<file path="config.mk">
export PLATFORM = sky130hd
export DESIGN_NAME = ecmc_queue
export DESIGN_NICKNAME = d
export VERILOG_FILES = /design/src/sv/edge_coverage_map_counter_core_assert.svh /design/src/sv/ecmc_pkg.sv /design/src/sv/ecmc_queue.sv
export SDC_FILE = /design/constraint.sdc
export NUM_CORES = 1
export LEC_CHECK = 0
export BUFFER_PORTS_ARGS = -buffer_cell sky130_fd_sc_hd__buf_2
export CAP_MARGIN = 20
export CORE_MARGIN = 4
export CORE_UTILIZATION = 52
export CTS_BUF_LIST = sky130_fd_sc_hd__clkbuf_8 sky130_fd_sc_hd__clkbuf_16
export CTS_CLUSTER_DIAMETER = 80
export DETAILED_ROUTE_END_ITERATION = 6
export PLACE_DENSITY = 0.83
export SETUP_SLACK_MARGIN = 0.3
export SLEW_MARGIN = 5
export SYNTH_ARGS = -nofsm -noshare
export SYNTH_HDL_FRONTEND = slang
export SYNTH_SLANG_ARGS = --single-unit
</file>
<file path="constraint.sdc">
create_clock -name clk -period 5.26 [get_ports clk]
set_input_delay 0.263 -clock clk [delete_from_list [all_inputs] [get_ports clk]]
set_output_delay 0.263 -clock clk [all_outputs]
set_load 0.05 [all_outputs]
</file>
<file path="src/sv/edge_coverage_map_counter_core_assert.svh">
// assertion macros for the edge coverage map counter
// used by the top level only, no other dependencies
`ifndef EDGE_COVERAGE_MAP_COUNTER_CORE_ASSERT_SVH
`define EDGE_COVERAGE_MAP_COUNTER_CORE_ASSERT_SVH

`ifndef SYNTHESIS

// a holds in a cycle, so b holds in the same cycle
`define ECMC_ASSERT_IMPLIES(label, clk, rst_n, a, b) \
	label: assert property (@(posedge clk) disable iff (!rst_n) (a) |-> (b)) \
		else $error("implication violated");

// a holds in a cycle, so b holds in the next one
`define ECMC_ASSERT_NEXT(label, clk, rst_n, a, b) \
	label: assert property (@(posedge clk) disable iff (!rst_n) (a) |=> (b)) \
		else $error("next-cycle implication violated");

// a never holds
`define ECMC_ASSERT_NEVER(label, clk, rst_n, a) \
	label: assert property (@(posedge clk) disable iff (!rst_n) !(a)) \
		else $error("forbidden condition seen");

`else

`define ECMC_ASSERT_IMPLIES(label, clk, rst_n, a, b)
`define ECMC_ASSERT_NEXT(label, clk, rst_n, a, b)
`define ECMC_ASSERT_NEVER(label, clk, rst_n, a)

`endif

`endif

</file>
<file path="src/sv/ecmc_pkg.sv">
// shared constants and types of the edge coverage map counter
// no dependencies
package ecmc_pkg;

	localparam int PC_W  = 64;
	localparam int CPU_W = 6;
	localparam int IDX_W = 16;
	localparam int CNT_W = 8;

	// map size is a power of two, the slot is the top MAP_AW bits of the 64-bit hash
	localparam int MAP_AW   = 16;
	localparam int MAP_SIZE = 1 << MAP_AW;

	localparam int NUM_CPUS = 8;
	localparam int CPU_AW   = (NUM_CPUS > 1) ? $clog2(NUM_CPUS) : 1;

	localparam logic [PC_W-1:0] GOLDEN     = 64'h9E37_79B9_7F4A_7C15;
	localparam logic [31:0]     GOLDEN_LO  = GOLDEN[31:0];
	localparam logic [31:0]     GOLDEN_HI  = GOLDEN[63:32];
	localparam int              HASH_SHIFT = 48;

	localparam logic [CNT_W-1:0] COUNT_MAX = 8'd255;

	localparam logic KIND_RECORD = 1'b0;
	localparam logic KIND_READ   = 1'b1;

	localparam int QUEUE_DEPTH = 2;
	localparam int QPTR_W      = $clog2(QUEUE_DEPTH);

	// work handed from front to back: xor key for a record, index for a read
	typedef struct packed {
		logic            is_read;
		logic [PC_W-1:0] key;
	} job_t;

	// back end status seen by the front end
	typedef struct packed {
		logic clearing;
	} status_t;

endpackage

</file>
<file path="src/sv/ecmc_queue.sv">
// short fifo of jobs between front and back end
// depends on ecmc_pkg
module ecmc_queue (
	input  logic           clk,
	input  logic           arst_n,
	input  logic           push_valid,
	output logic           push_ready,
	input  ecmc_pkg::job_t push_job,
	output logic           pop_valid,
	input  logic           pop_ready,
	output ecmc_pkg::job_t pop_job
);

	ecmc_pkg::job_t              entry_q [ecmc_pkg::QUEUE_DEPTH];
	logic [ecmc_pkg::QPTR_W-1:0] wr_ptr_q;
	logic [ecmc_pkg::QPTR_W-1:0] rd_ptr_q;
	logic [ecmc_pkg::QPTR_W:0]   count_q;
	logic                        do_push;
	logic                        do_pop;

	assign push_ready = (count_q != (ecmc_pkg::QPTR_W + 1)'(ecmc_pkg::QUEUE_DEPTH));
	assign pop_valid  = (count_q != '0);
	assign pop_job    = entry_q[rd_ptr_q];
	assign do_push    = push_valid && push_ready;
	assign do_pop     = pop_valid && pop_ready;

	always_ff @(posedge clk) begin
		if (do_push) begin
			entry_q[wr_ptr_q] <= push_job;
		end
	end

	always_ff @(posedge clk or negedge arst_n) begin
		if (!arst_n) begin
			wr_ptr_q <= '0;
			rd_ptr_q <= '0;
			count_q  <= '0;
		end else begin
			if (do_push) begin
				wr_ptr_q <= (wr_ptr_q == ecmc_pkg::QPTR_W'(ecmc_pkg::QUEUE_DEPTH - 1))
					? '0 : wr_ptr_q + 1'b1;
			end
			if (do_pop) begin
				rd_ptr_q <= (rd_ptr_q == ecmc_pkg::QPTR_W'(ecmc_pkg::QUEUE_DEPTH - 1))
					? '0 : rd_ptr_q + 1'b1;
			end
			case ({do_push, do_pop})
				2'b10:   count_q <= count_q + 1'b1;
				2'b01:   count_q <= count_q - 1'b1;
				default: count_q <= count_q;
			endcase
		end
	end

endmodule

</file>
# [Word-level counts from Yosys, hierarchy flattened]
# Memory sizes are Yosys's and may differ from the RTL's.
# Cells that the tools add are included.
[totals] register_bits=4 mem_bits_rw=130 input_bits=69 output_inout_bits=67 word_cells=20 n_memories=1
[mem_list] name="entry_q" depth=2 word_bits=65 read_ports=1 rd_clocked_by_memory_dff=0 wr=1 line="ecmc_queue.sv:14" rtl="ecmc_pkg::job_t entry_q [ecmc_pkg::QUEUE_DEPTH];"
[op_classes] n_addsub=4 n_eq_ne=3 mux=5 n_reduce_logical=4
[ops] operator="1-bit two-way mux" count=4
[ops] operator="2-bit case mux with 2 select lines" count=1
[ops] operator="2-bit nonzero test" count=2
[ops] operator="1-bit adder, second input constant" count=2
[ops] operator="2-bit by 1-bit adder with 2-bit output, second input constant" count=1
[ops] operator="2-bit by 1-bit == test with 1-bit output, second input constant" count=1
[ops] operator="2-bit == test, second input constant" count=1
[ops] operator="1-bit logical AND" count=2
[ops] operator="2-bit != test, second input constant" count=1
[ops] operator="2-bit by 1-bit subtractor with 2-bit output, second input constant" count=1

# [Longest topological paths before layout]
[logic_depth] depth_word=4 ltp_mapped=6 depth_no_buf=6

# [Worst setup path before layout]
# No wires, ideal clock.
[synth_path] path_type="register to register" startpoint="reg count_q[0] (netlist name)" endpoint="mem entry_q[0][0] (netlist name) (enable)" arrival_time_ps=3797 path_slack_ps=974 stages_incl_launch_ff=4 cell_sequence="dfrtp_1 > nand2b_1 > nand2_1 > nor2_1"
[synth_between] elab_chain_cells=4
[synth_lines] element="from (decl)" line="ecmc_queue.sv:17" rtl="logic [ecmc_pkg::QPTR_W:0] count_q;"
[synth_lines] element="from (signal assigned)" line="ecmc_queue.sv:48" rtl="2'b10: count_q <= count_q + 1'b1;"
[synth_lines] element="from (signal assigned)" line="ecmc_queue.sv:49" rtl="2'b01: count_q <= count_q - 1'b1;"
[synth_lines] element="from (signal assigned)" line="ecmc_queue.sv:50" rtl="default: count_q <= count_q;"
[synth_lines] element="2-bit != test" line="ecmc_queue.sv:21" rtl="assign push_ready = (count_q != (ecmc_pkg::QPTR_W + 1)'(ecmc_pkg::QUEUE_DEPTH));"
[synth_lines] element="net push_ready" line="ecmc_queue.sv:7" rtl="output logic push_ready,"
[synth_lines] element="1-bit logical AND" line="ecmc_queue.sv:24" rtl="assign do_push = push_valid && push_ready;"
[synth_lines] element="1-bit two-way mux" line="ecmc_queue.sv:28" rtl="if (do_push) begin"
[synth_lines] element="1-bit two-way mux (implied by the code)" line="ecmc_queue.sv:29" rtl="entry_q[wr_ptr_q] <= push_job;"
[synth_lines] element="to (decl)" line="ecmc_queue.sv:14"
# The timed path passes the listed nets, and every way through them passes these cells.

==> qor.yml <==
worst_setup_path:
  r2r_start: "count_q[0]"
  crit_required_ps: 5000
  endpoint: "pop_job[41]"
  cp_max_fo: 66
  ff2ff_setup_slack_ps: 2860
  end_kind: "primary output"
  worstSetupPathType: "reg -> out"
  crit_path_start: "rd_ptr_q"
  reg2reg_to: "entry_q[0][46]"
  crit_path_start_kind: "flop"
  r2r_cells: 4
  worstPathArrival_ps: 2340
route:
  vias: 2815
  viasPerCell: 4.90
  antenna_left: 0
  wirelength_mm: 9.88
  drc: 0
  wire_per_inst_um: 17.2
  first_pass_iters: 4
  dr.first_iter.drc_count: 108
sta:
  drv_slew: 0
  finalClockSkew_ps: 8.06
  finalSetupViolations: 0
  worst_pin_slew_ps: 1100
  fmax_mhz: 385
  setup_slack_ps: 2660
  finalCriticalPeriod_ps: 2600
  rsz0062_at_grt: "false"
  post-route-period-util: 0.494
  slew_headroom: 0.265
  fin_tns_setup_ps: 0
  hold_viol_final: 0
cts:
  root_buffer: "clkbuf_8"
  path_clk_slew_ps: 50
  clock_latency_ps: 500
  htreeDepth: 4
  clk_path_buf_depth: 2
  cts_tree: "built"
  cts_setup_buffers: 0
  cts_buffers: 17
  cts.sinks: 134
logic_synthesis:
  ys_seq_area_frac: 0.793
  ys_warn_count: 0
  synth_cells: 219
  synth_top_area_frac: 0.773
  synth.ff_latch_count: 134
  syn_avg_cell_area_um2: 23.0
  yosysTopAreaCell: "edfxtp_1"
  synthDistinctLibCells: 15
  netlist_area_um2: 5050
  syn-num-nets: 289
  yosys-top-cells-area: "edfxtp_1 77%, mux2_4 12%, mux2_2 5.6%"
placed_design:
  hpwl_mm: 5.71
  gp_congestion: 0.669
  place_ws_ps: 2850
  portBuffers: 135
power:
  power_density_nw_per_um2: 646
  power_mw: 4.60
  power_leakage_nw: 2.84
  worst_ir_drop_vdd_uv: 461
outcome:
  outcome: "completed"
global_route:
  grt_use_total: 0.184
  grt_overflow: 0
  antenna_found_initial: 0
  grt_pass1_wl_mm: 15.6
  grt_pass1_vias: 3092
  grt_max_degree: 67
run:
  drv_cap: 0
finish:
  multi_input_area_um2: 986
  syn2layout_area_growth_pct: 41.2
  fin_util: 0.764
  mostFrequentLayoutCell: "buf_2"
  n_antenna_cell: 0
  layout_common_cells: "135 x buf_2, 130 x edfxtp_1, 66 x dlygate4sd3_1, 40 x mux2_4, 25 x mux2_2"
  ff_latch_area_um2: 4010
  layout-drive-gt1-share: 0.527
  fin_nets: 504
  fill_cells: 526
floorplanning:
  start_util: 0.541
  core-area_um2: 9330
  die_area_um2: 11300
  die-width_um: 107
  num_rows: 35
  io_pins: 136
  die_y_um: 107
min_path:
  hold_depth: 3
  hold_path_class: "in -> reg"
-- Yosys cell counts --
library cell / count
buf_6: 5
and3_1: 1
buf_2: 2
nand2b_1: 1
edfxtp_1: 130
ha_1: 1
nand2_1: 1
and2_4: 1
or2_1: 1
mux2_2: 25
dfrtp_1: 4
nor2_1: 2
xor2_1: 2
xnor2_1: 3
mux2_4: 40
-- metrics by stage --
stage / instance area, um^2 / hold slack [ps] / cells
final: 7130 / 73.9 / 575
after global routing: 7130 / 51.2 / 575
after CTS: 7130 / 45.6 / 575
after detailed placement: 5850 / 73.7 / 478
after global placement: 5850 / 73.0 / 478
after floorplan: 5050 / -32.6 / 219
-- metal layers --
layer / share of wire / global-route usage / vias up
met5: 0 / 0 / -
met4: 0.014 / 0.0639 / 0
met3: 0.063 / 0.0650 / 13
met2: 0.54 / 0.331 / 106
met1: 0.38 / 0.200 / 1398
li1: - / - / 1298
-- cell families (layout without fill, tap and decap cells) --
logic type / count (synthesis) / in the layout / synth area share
fa+ha+maj: 1 / 1 / 0.00248
simple gates: 7 / 7 / 0.00769
flops: 134 / 134 / 0.793
buf+inv: 7 / 234 / 0.0131
xor+xnor: 5 / 5 / 0.00868
mux: 65 / 65 / 0.175
-- cell type report --
type                    instances  share of cell area
clock inverters                14              0.0293
multi-input cells              78               0.138
flip-flops and latches        134               0.562
repair buffers                203               0.190
well taps                     129              0.0226
clock buffers                  17              0.0581
-- worst min path at each step --
stage / start / endpoint / slack [ps]
floorplan: arst_n / count_q[0] / -30
global placement: arst_n / count_q[0] / 70
detailed placement: arst_n / count_q[0] / 70
CTS: pop_ready / rd_ptr_q / 50
global route: pop_ready / rd_ptr_q / 50
finish: pop_ready / rd_ptr_q / 70
-- critical path, cell delays in order, from the launching register on --
cell and delay, ps:
dfrtp_4 1140, mux2_2 430, buf_2 210
-- flip-flops by register name, indices dropped and copies added (netlist names) --
signal    cells
wr_ptr_q      1
entry_q     130
rd_ptr_q      1
count_q       2
-- report_power, final --
part | total (mW) | internal (mW) | switching, mW
logic | 1.73 | 0.574 | 1.16
clock network | 1.22 | 0.811 | 0.404
registers | 1.66 | 1.47 | 0.190
total | 4.60 | 2.85 | 1.75
-- repair_timing --
item                                   in CTS  in global routing
hold buffers                               66                  0
gates resized for setup                     0                  0
endpoints found under the hold margin     134                  0
Note: power is estimated with default switching activity, not from simulation.
