===== src/sv/edge_coverage_map_counter_core_assert.svh =====
// assertion macros for the edge coverage map counter
// used by the top level only, no other dependencies
`ifndef EDGE_COVERAGE_MAP_COUNTER_CORE_ASSERT_SVH
`define EDGE_COVERAGE_MAP_COUNTER_CORE_ASSERT_SVH

`ifndef SYNTHESIS

// a holds in a cycle, so b holds in the same cycle
`define ECMC_ASSERT_IMPLIES(label, clk, rst_n, a, b) \
	label: assert property (@(posedge clk) disable iff (!rst_n) (a) |-> (b)) \
		else $error("implication violated");

// a holds in a cycle, so b holds in the next one
`define ECMC_ASSERT_NEXT(label, clk, rst_n, a, b) \
	label: assert property (@(posedge clk) disable iff (!rst_n) (a) |=> (b)) \
		else $error("next-cycle implication violated");

// a never holds
`define ECMC_ASSERT_NEVER(label, clk, rst_n, a) \
	label: assert property (@(posedge clk) disable iff (!rst_n) !(a)) \
		else $error("forbidden condition seen");

`else

`define ECMC_ASSERT_IMPLIES(label, clk, rst_n, a, b)
`define ECMC_ASSERT_NEXT(label, clk, rst_n, a, b)
`define ECMC_ASSERT_NEVER(label, clk, rst_n, a)

`endif

`endif


===== src/sv/ecmc_pkg.sv =====
// shared constants and types of the edge coverage map counter
// no dependencies
package ecmc_pkg;

	localparam int PC_W  = 64;
	localparam int CPU_W = 6;
	localparam int IDX_W = 16;
	localparam int CNT_W = 8;

	// map size is a power of two, the slot is the top MAP_AW bits of the 64-bit hash
	localparam int MAP_AW   = 16;
	localparam int MAP_SIZE = 1 << MAP_AW;

	localparam int NUM_CPUS = 8;
	localparam int CPU_AW   = (NUM_CPUS > 1) ? $clog2(NUM_CPUS) : 1;

	localparam logic [PC_W-1:0] GOLDEN     = 64'h9E37_79B9_7F4A_7C15;
	localparam logic [31:0]     GOLDEN_LO  = GOLDEN[31:0];
	localparam logic [31:0]     GOLDEN_HI  = GOLDEN[63:32];
	localparam int              HASH_SHIFT = 48;

	localparam logic [CNT_W-1:0] COUNT_MAX = 8'd255;

	localparam logic KIND_RECORD = 1'b0;
	localparam logic KIND_READ   = 1'b1;

	localparam int QUEUE_DEPTH = 2;
	localparam int QPTR_W      = $clog2(QUEUE_DEPTH);

	// work handed from front to back: xor key for a record, index for a read
	typedef struct packed {
		logic            is_read;
		logic [PC_W-1:0] key;
	} job_t;

	// back end status seen by the front end
	typedef struct packed {
		logic clearing;
	} status_t;

endpackage


===== src/sv/ecmc_if.sv =====
// trace input and result output channels of the edge coverage map counter
// depends on ecmc_pkg
interface ecmc_in_if;
	logic                       valid;
	logic                       ready;
	logic                       kind;
	logic [ecmc_pkg::CPU_W-1:0] cpu_number;
	logic [ecmc_pkg::PC_W-1:0]  program_counter;
	logic                       controller_on;
	logic                       task_is_controller;
	logic [ecmc_pkg::IDX_W-1:0] read_index;

	modport source (
		output valid, kind, cpu_number, program_counter, controller_on,
			task_is_controller, read_index,
		input  ready
	);
	modport sink (
		input  valid, kind, cpu_number, program_counter, controller_on,
			task_is_controller, read_index,
		output ready
	);
endinterface



===== src/sv/ecmc_front.sv =====
// front end: accepts trace items, filters them, keeps the previous pc per cpu
// depends on ecmc_pkg and ecmc_if
module ecmc_front (
	input  logic              clk,
	input  logic              arst_n,
	ecmc_in_if.sink           trace,
	input  ecmc_pkg::status_t status,
	output logic              push_valid,
	input  logic              push_ready,
	output ecmc_pkg::job_t    push_job
);

	logic [ecmc_pkg::PC_W-1:0]   prev_pc_q [ecmc_pkg::NUM_CPUS];
	logic                        accept;
	logic                        cpu_in_range;
	logic                        cpu_allowed;
	logic                        record_ok;
	logic                        is_read;
	logic [ecmc_pkg::CPU_AW-1:0] cpu_idx;

	assign trace.ready  = !status.clearing && push_ready;
	assign accept       = trace.valid && trace.ready;
	assign is_read      = (trace.kind == ecmc_pkg::KIND_READ);
	assign cpu_idx      = trace.cpu_number[ecmc_pkg::CPU_AW-1:0];
	assign cpu_in_range = ({1'b0, trace.cpu_number} <
		(ecmc_pkg::CPU_W + 1)'(ecmc_pkg::NUM_CPUS));
	// cpu 0 only counts inside the controller window
	assign cpu_allowed  = (trace.cpu_number != '0) ||
		(trace.controller_on && trace.task_is_controller);
	assign record_ok    = !is_read && cpu_in_range && cpu_allowed;

	assign push_valid       = accept && (is_read || record_ok);
	assign push_job.is_read = is_read;
	assign push_job.key     = is_read
		? {{(ecmc_pkg::PC_W - ecmc_pkg::IDX_W){1'b0}}, trace.read_index}
		: (prev_pc_q[cpu_idx] ^ trace.program_counter);

	always_ff @(posedge clk or negedge arst_n) begin
		if (!arst_n) begin
			for (int i = 0; i < ecmc_pkg::NUM_CPUS; i++) begin
				prev_pc_q[i] <= '0;
			end
		end else if (accept && record_ok) begin
			prev_pc_q[cpu_idx] <= trace.program_counter;
		end
	end

endmodule


===== src/flat_wrapper.sv =====
// flat-port wrapper written by rule: the top's interface ports become plain ports
module ecmc_front_flat 
  (clk, arst_n, status, push_valid, push_ready, push_job, trace_valid, trace_kind, trace_cpu_number, trace_program_counter, trace_controller_on, trace_task_is_controller, trace_read_index, trace_ready);
  ecmc_in_if trace_i ();
  input  logic clk;
  input  logic arst_n;
  input  ecmc_pkg::status_t status;
  output logic push_valid;
  input  logic push_ready;
  output ecmc_pkg::job_t push_job;
  input wire logic [$bits(trace_i.valid)-1:0] trace_valid;
  input wire logic [$bits(trace_i.kind)-1:0] trace_kind;
  input wire logic [$bits(trace_i.cpu_number)-1:0] trace_cpu_number;
  input wire logic [$bits(trace_i.program_counter)-1:0] trace_program_counter;
  input wire logic [$bits(trace_i.controller_on)-1:0] trace_controller_on;
  input wire logic [$bits(trace_i.task_is_controller)-1:0] trace_task_is_controller;
  input wire logic [$bits(trace_i.read_index)-1:0] trace_read_index;
  output wire logic [$bits(trace_i.ready)-1:0] trace_ready;
  assign trace_i.valid = trace_valid;
  assign trace_i.kind = trace_kind;
  assign trace_i.cpu_number = trace_cpu_number;
  assign trace_i.program_counter = trace_program_counter;
  assign trace_i.controller_on = trace_controller_on;
  assign trace_i.task_is_controller = trace_task_is_controller;
  assign trace_i.read_index = trace_read_index;
  assign trace_ready = trace_i.ready;
  ecmc_front u_core (.clk(clk), .arst_n(arst_n), .trace(trace_i), .status(status), .push_valid(push_valid), .push_ready(push_ready), .push_job(push_job));
endmodule

===== config.mk =====
export PLATFORM = sky130hd
export DESIGN_NAME = ecmc_front_flat
export DESIGN_NICKNAME = d
export VERILOG_FILES = /design/src/sv/edge_coverage_map_counter_core_assert.svh /design/src/sv/ecmc_pkg.sv /design/src/sv/ecmc_if.sv /design/src/sv/ecmc_front.sv /design/src/flat_wrapper.sv
export SDC_FILE = /design/constraint.sdc
export NUM_CORES = 1
export LEC_CHECK = 0
export BUFFER_PORTS_ARGS = -buffer_cell sky130_fd_sc_hd__buf_2
export CAP_MARGIN = 30
export CORE_MARGIN = 2
export CORE_UTILIZATION = 53
export CTS_CLUSTER_DIAMETER = 40
export DETAILED_ROUTE_END_ITERATION = 10
export PLACE_DENSITY = 0.69
export SYNTH_ARGS = -nofsm -noshare
export SYNTH_HDL_FRONTEND = slang
export SYNTH_SLANG_ARGS = --single-unit

===== constraint.sdc =====
create_clock -name clk -period 3 [get_ports clk]
set_input_delay 0.15 -clock clk [delete_from_list [all_inputs] [get_ports clk]]
set_output_delay 0.15 -clock clk [all_outputs]
set_load 0.05 [all_outputs]

Word-level counts from Yosys, hierarchy flattened
Cells that the tools add are included.
W data, S select, Z words.
{"block": "totals", "ff_bits": 512, "input_bits": 94, "output_inout_bits": 67, "word_cells": 33}
{"block": "op_classes", "magnitude_cmp": 3, "n_mux": 7, "bitwise_logic": 2, "reduce_logical": 13}
{"operator": "$bwmux W512", "n": 1}
{"operator": "$mux W64", "n": 4}
{"operator": "$bmux W64 S3", "n": 1}
{"operator": "$demux W64 S3", "n": 1}
{"operator": "$xor A64 B64 Y64", "n": 1}
{"operator": "$logic_and A1 B1 Y1", "n": 8}
{"operator": "$lt A6 B4 Y1 const B", "n": 1}
{"operator": "$reduce_bool A6 Y1", "n": 1}
{"operator": "$ge A4 B4 Y1 const B", "n": 1}
{"operator": "$lt A4 B1 Y1 const B", "n": 1}
{"operator": "$not A3 Y4", "n": 1}
{"operator": "$logic_not A1 Y1", "n": 2}
{"operator": "$logic_or A1 B1 Y1", "n": 2}

Logic depth before layout (Yosys ltp)
{"block": "logic_depth", "ltp_word": 6, "mapped_depth": 7, "depth_no_buf": 4}

Worst setup path before layout
OpenSTA, ideal clock, no wires.
{"block": "synth_path", "kind": "input -> register", "from": "in push_ready", "to": "reg u_core.prev_pc_q[451] (netlist name)", "setup_ns": 0.125, "arrival_time_ns": 2.180, "slack_ns": 0.695, "stages": 7, "path_buffers": 3, "cell_sequence": "nor2b_1 and3_1 buf_4 and4bb_2 buf_6 buf_6 mux2_2"}
{"block": "synth_between", "elab_chain_cells": 3}
{"element": "start: declaration", "line": "flat_wrapper.sv:9", "rtl": "input logic push_ready;"}
{"element": "$logic_and A1 B1 Y1", "line": "ecmc_front.sv:21", "rtl": "assign trace.ready = !status.clearing && push_ready;"}
{"element": "$logic_and A1 B1 Y1", "line": "ecmc_front.sv:22", "rtl": "assign accept = trace.valid && trace.ready;"}
{"element": "$logic_and A1 B1 Y1", "line": "ecmc_front.sv:43", "rtl": "end else if (accept && record_ok) begin"}
{"element": "end signal: indexed assignment", "line": "ecmc_front.sv:44", "rtl": "prev_pc_q[cpu_idx] <= trace.program_counter;"}
{"element": "end: declaration", "line": "ecmc_front.sv:13", "rtl": "logic [ecmc_pkg::PC_W-1:0] prev_pc_q [ecmc_pkg::NUM_CPUS];"}
No other way between the ends.
A chain may end at the register's enable or synchronous reset.

==> results.toml <==
[clock_network]
numClockSinks = 512
cts_made_buffers = 77
postCtsResizedCells = 0
cts_tree = "yes"
htree_num_levels = 3
cts.hold.buffers_added = 65
clk-insertion-delay-late_ps = 590
clk_pin_slew_ps = 50
cts_setup_buffers = 0
ctsLongestPathBuffers = 3
cts_root_buffer = "sky130_fd_sc_hd__clkbuf_16"

[floorplanning]
core_area_um2 = 45380
core.rowCount = 78
initial_standard_cell_utilization_of_the_core = 0.5370
die_w_um = 218.4
die-area_um2 = 47710
ios = 161
die_height_um = 218.4

[finish]
synthToLayoutAreaGrowth_pct = 18.58
largest_register_ff_count = 512
fin_area_um2 = 28900
top_register = "u_core.prev_pc_q"
layout.cells.most_common = "sky130_fd_sc_hd__dfrtp_1"
nNetsFinal = 1893
largest_registers = "u_core.prev_pc_q (512)"
layout-drive-gt1-share = 0.5247
most-common-layout-cells = "sky130_fd_sc_hd__dfrtp_1, sky130_fd_sc_hd__mux2_2, sky130_fd_sc_hd__buf_2, sky130_fd_sc_hd__mux4_2, sky130_fd_sc_hd__clkbuf_16"

[global_route]
grt_overflow = 0
grt_pass1_vias = 15550
antenna_found_initial = 3
gr-usage-all-layers = 0.2373
largest_net_degree_at_the_start_of_global_routing = 90
grt_first_pass_wirelength_um = 87390

[detailed_routing]
ant_nets = 0
vias_per_cell = 5.801
drtIter0Drc = 894
drtPass1Iterations = 5
avgRoutedWirePerCell_um = 22.14
drt-total-wl_um = 54530
route.detailed.drc = 0
vias = 14290

[outcome]
outcome = "finished, final reports clean"

[timing]
period_needed_ps = 2763
achievable-frequency_mhz = 361.9
setup_tns_ps = 0
worst_slew_pin_slew_ps = 783.5
finish_stage_setup_viols = 0
timing.final.ws_setup_ps = 237.0
rsz0062_at_grt = "no"
final_slew_violations = 0
final_min_period_over_clock_period = 0.9210
finalClockSkew_ps = 0
hold_viol_final = 0
worst_slew_margin_rel = 0.4777

[worst_setup_path]
setup.worst_path.class = "reg2out"
critical_path.endpoint_type = "output pin"
required_ps = 2850
worst_setup_path_start_kind = "flop"
worstPathMaxFanout = 2
signal_arrival_time_at_the_worst_endpoint_ps = 2610

[logic_synthesis]
synth_largest_area_cell = "sky130_fd_sc_hd__dfrtp_1"
post-synth-top-area-fraction = 0.5257
synthCells = 1619
synth_fp_nets = 1713
ys_seq_area_frac = 0.5257
postSynthAreaPerCell_um2 = 15.05
ys_async_sr_fraction = 1.000
syn_area_um2 = 24370
netlist-cell-type-count = 39
yosys_register_bits = 512
synth-warning-count = 0
synth-edff-count = 0
synth_area_leaders = "sky130_fd_sc_hd__dfrtp_1, sky130_fd_sc_hd__mux2_2, sky130_fd_sc_hd__mux4_2"
synth_top_flop_cell = "sky130_fd_sc_hd__dfrtp_1"

[run]
cap_viol_max_count = 0

[pwr]
vdd_drop_max_uv = 395.9
leakage_dissipation_uw = 0.01417
power.density_nw_per_um2 = 607.1

[place]
place.detailed.hpwl_um = 31140
dp_slack_ps = 585.2
gp_routability_congestion = 0.7418
buffer_ports.inserted = 160
placement.cell_area_um2 = 25580

[min_path]
min-delay-path-class = "in2async"
## critical path, cell delays in order (launching register included)
cell	delay [ps]
sky130_fd_sc_hd__dfrtp_1	370
sky130_fd_sc_hd__mux2_4	260
sky130_fd_sc_hd__a221o_1	350
sky130_fd_sc_hd__a222oi_1	360
sky130_fd_sc_hd__mux2_1	440
sky130_fd_sc_hd__buf_2	240
## Yosys cell counts (2+ instances only)
| cell type | number |
|---|---|
| sky130_fd_sc_hd__dfrtp_1 | 512 |
| sky130_fd_sc_hd__mux2_2 | 505 |
| sky130_fd_sc_hd__mux4_2 | 120 |
| sky130_fd_sc_hd__buf_2 | 97 |
| sky130_fd_sc_hd__nor2_1 | 49 |
| sky130_fd_sc_hd__mux2i_1 | 48 |
| sky130_fd_sc_hd__xor2_1 | 44 |
| sky130_fd_sc_hd__nand3_1 | 37 |
| sky130_fd_sc_hd__nand2_1 | 35 |
| sky130_fd_sc_hd__clkbuf_1 | 28 |
| sky130_fd_sc_hd__nor2b_1 | 24 |
| sky130_fd_sc_hd__buf_6 | 20 |
| sky130_fd_sc_hd__buf_4 | 18 |
| sky130_fd_sc_hd__a211o_1 | 16 |
| sky130_fd_sc_hd__nand2b_1 | 16 |
| sky130_fd_sc_hd__mux2_1 | 13 |
| sky130_fd_sc_hd__buf_1 | 7 |
| sky130_fd_sc_hd__a221o_1 | 3 |
| sky130_fd_sc_hd__a222oi_1 | 3 |
| sky130_fd_sc_hd__o211ai_1 | 3 |
| sky130_fd_sc_hd__and2_1 | 2 |
| sky130_fd_sc_hd__and3b_1 | 2 |
## path summary, 6_finish.rpt
path                                                from               endpoint  slack, ps  cells past startpoint
min in group clk                trace_task_is_controller  u_core.prev_pc_q[508]        430                      4
worst max register to register     u_core.prev_pc_q[196]  u_core.prev_pc_q[196]       2170                      1
worst max-delay path               u_core.prev_pc_q[441]           push_job[57]        240                      5
worst min-delay path                              arst_n  u_core.prev_pc_q[469]        130                      2
worst min register to register     u_core.prev_pc_q[316]  u_core.prev_pc_q[316]        480                      1
max in group asynchronous                         arst_n  u_core.prev_pc_q[176]       1800                      4
## routing by layer
layer | global-route usage | part of all wire | vias to the layer above
li1 | - | - | 6281
met1 | 0.3284 | 0.45 | 7638
met2 | 0.3879 | 0.49 | 272
met3 | 0.03674 | 0.036 | 95
met4 | 0.07528 | 0.021 | 2
met5 | 0 | 0.00020 | -
## logic make-up after synthesis
logic type | share of synthesized area
flip-flops | 0.5257
XOR/XNOR | 0.01581
AND/OR/NAND/NOR | 0.03676
AO/OA/AOI/OAI | 0.01099
multiplexers | 0.3706
buffers and inverters | 0.04010
## stage by stage
step / util / std cells / hold WS [ps] / power, µW
3_3_place_gp: 0.5638 / 2255 / 188.5 / 8490
5_1_grt: 0.6368 / 2463 / 177.5 / 18170
4_1_cts: 0.6367 / 2462 / 145.8 / 17740
2_1_floorplan: - / 1619 / -145.6 / 8092
3_5_place_dp: 0.5638 / 2255 / 192.0 / 8521
6_report: 0.6368 / 2463 / 128.8 / 17540
## area by class of cell
class | instances | area, µm²
diodes | 1 | 2.502
clock buffers | 95 | 2138
clock inverters | 47 | 521.8
fillers | 3412 | 16480
multi-input cells | 937 | 10610
flip-flops and latches | 512 | 12810
well taps | 600 | 750.7
repair buffers | 271 | 2066
## report_power, final
group | internal (µW) | leakage (µW) | switching, µW | total (µW)
clock | 5740 | 0.00128 | 3350 | 9080
sequential | 7080 | 0.00711 | 80.9 | 7160
combinational | 510 | 0.00578 | 787 | 1300
Power figures use the tool's default switching activity.
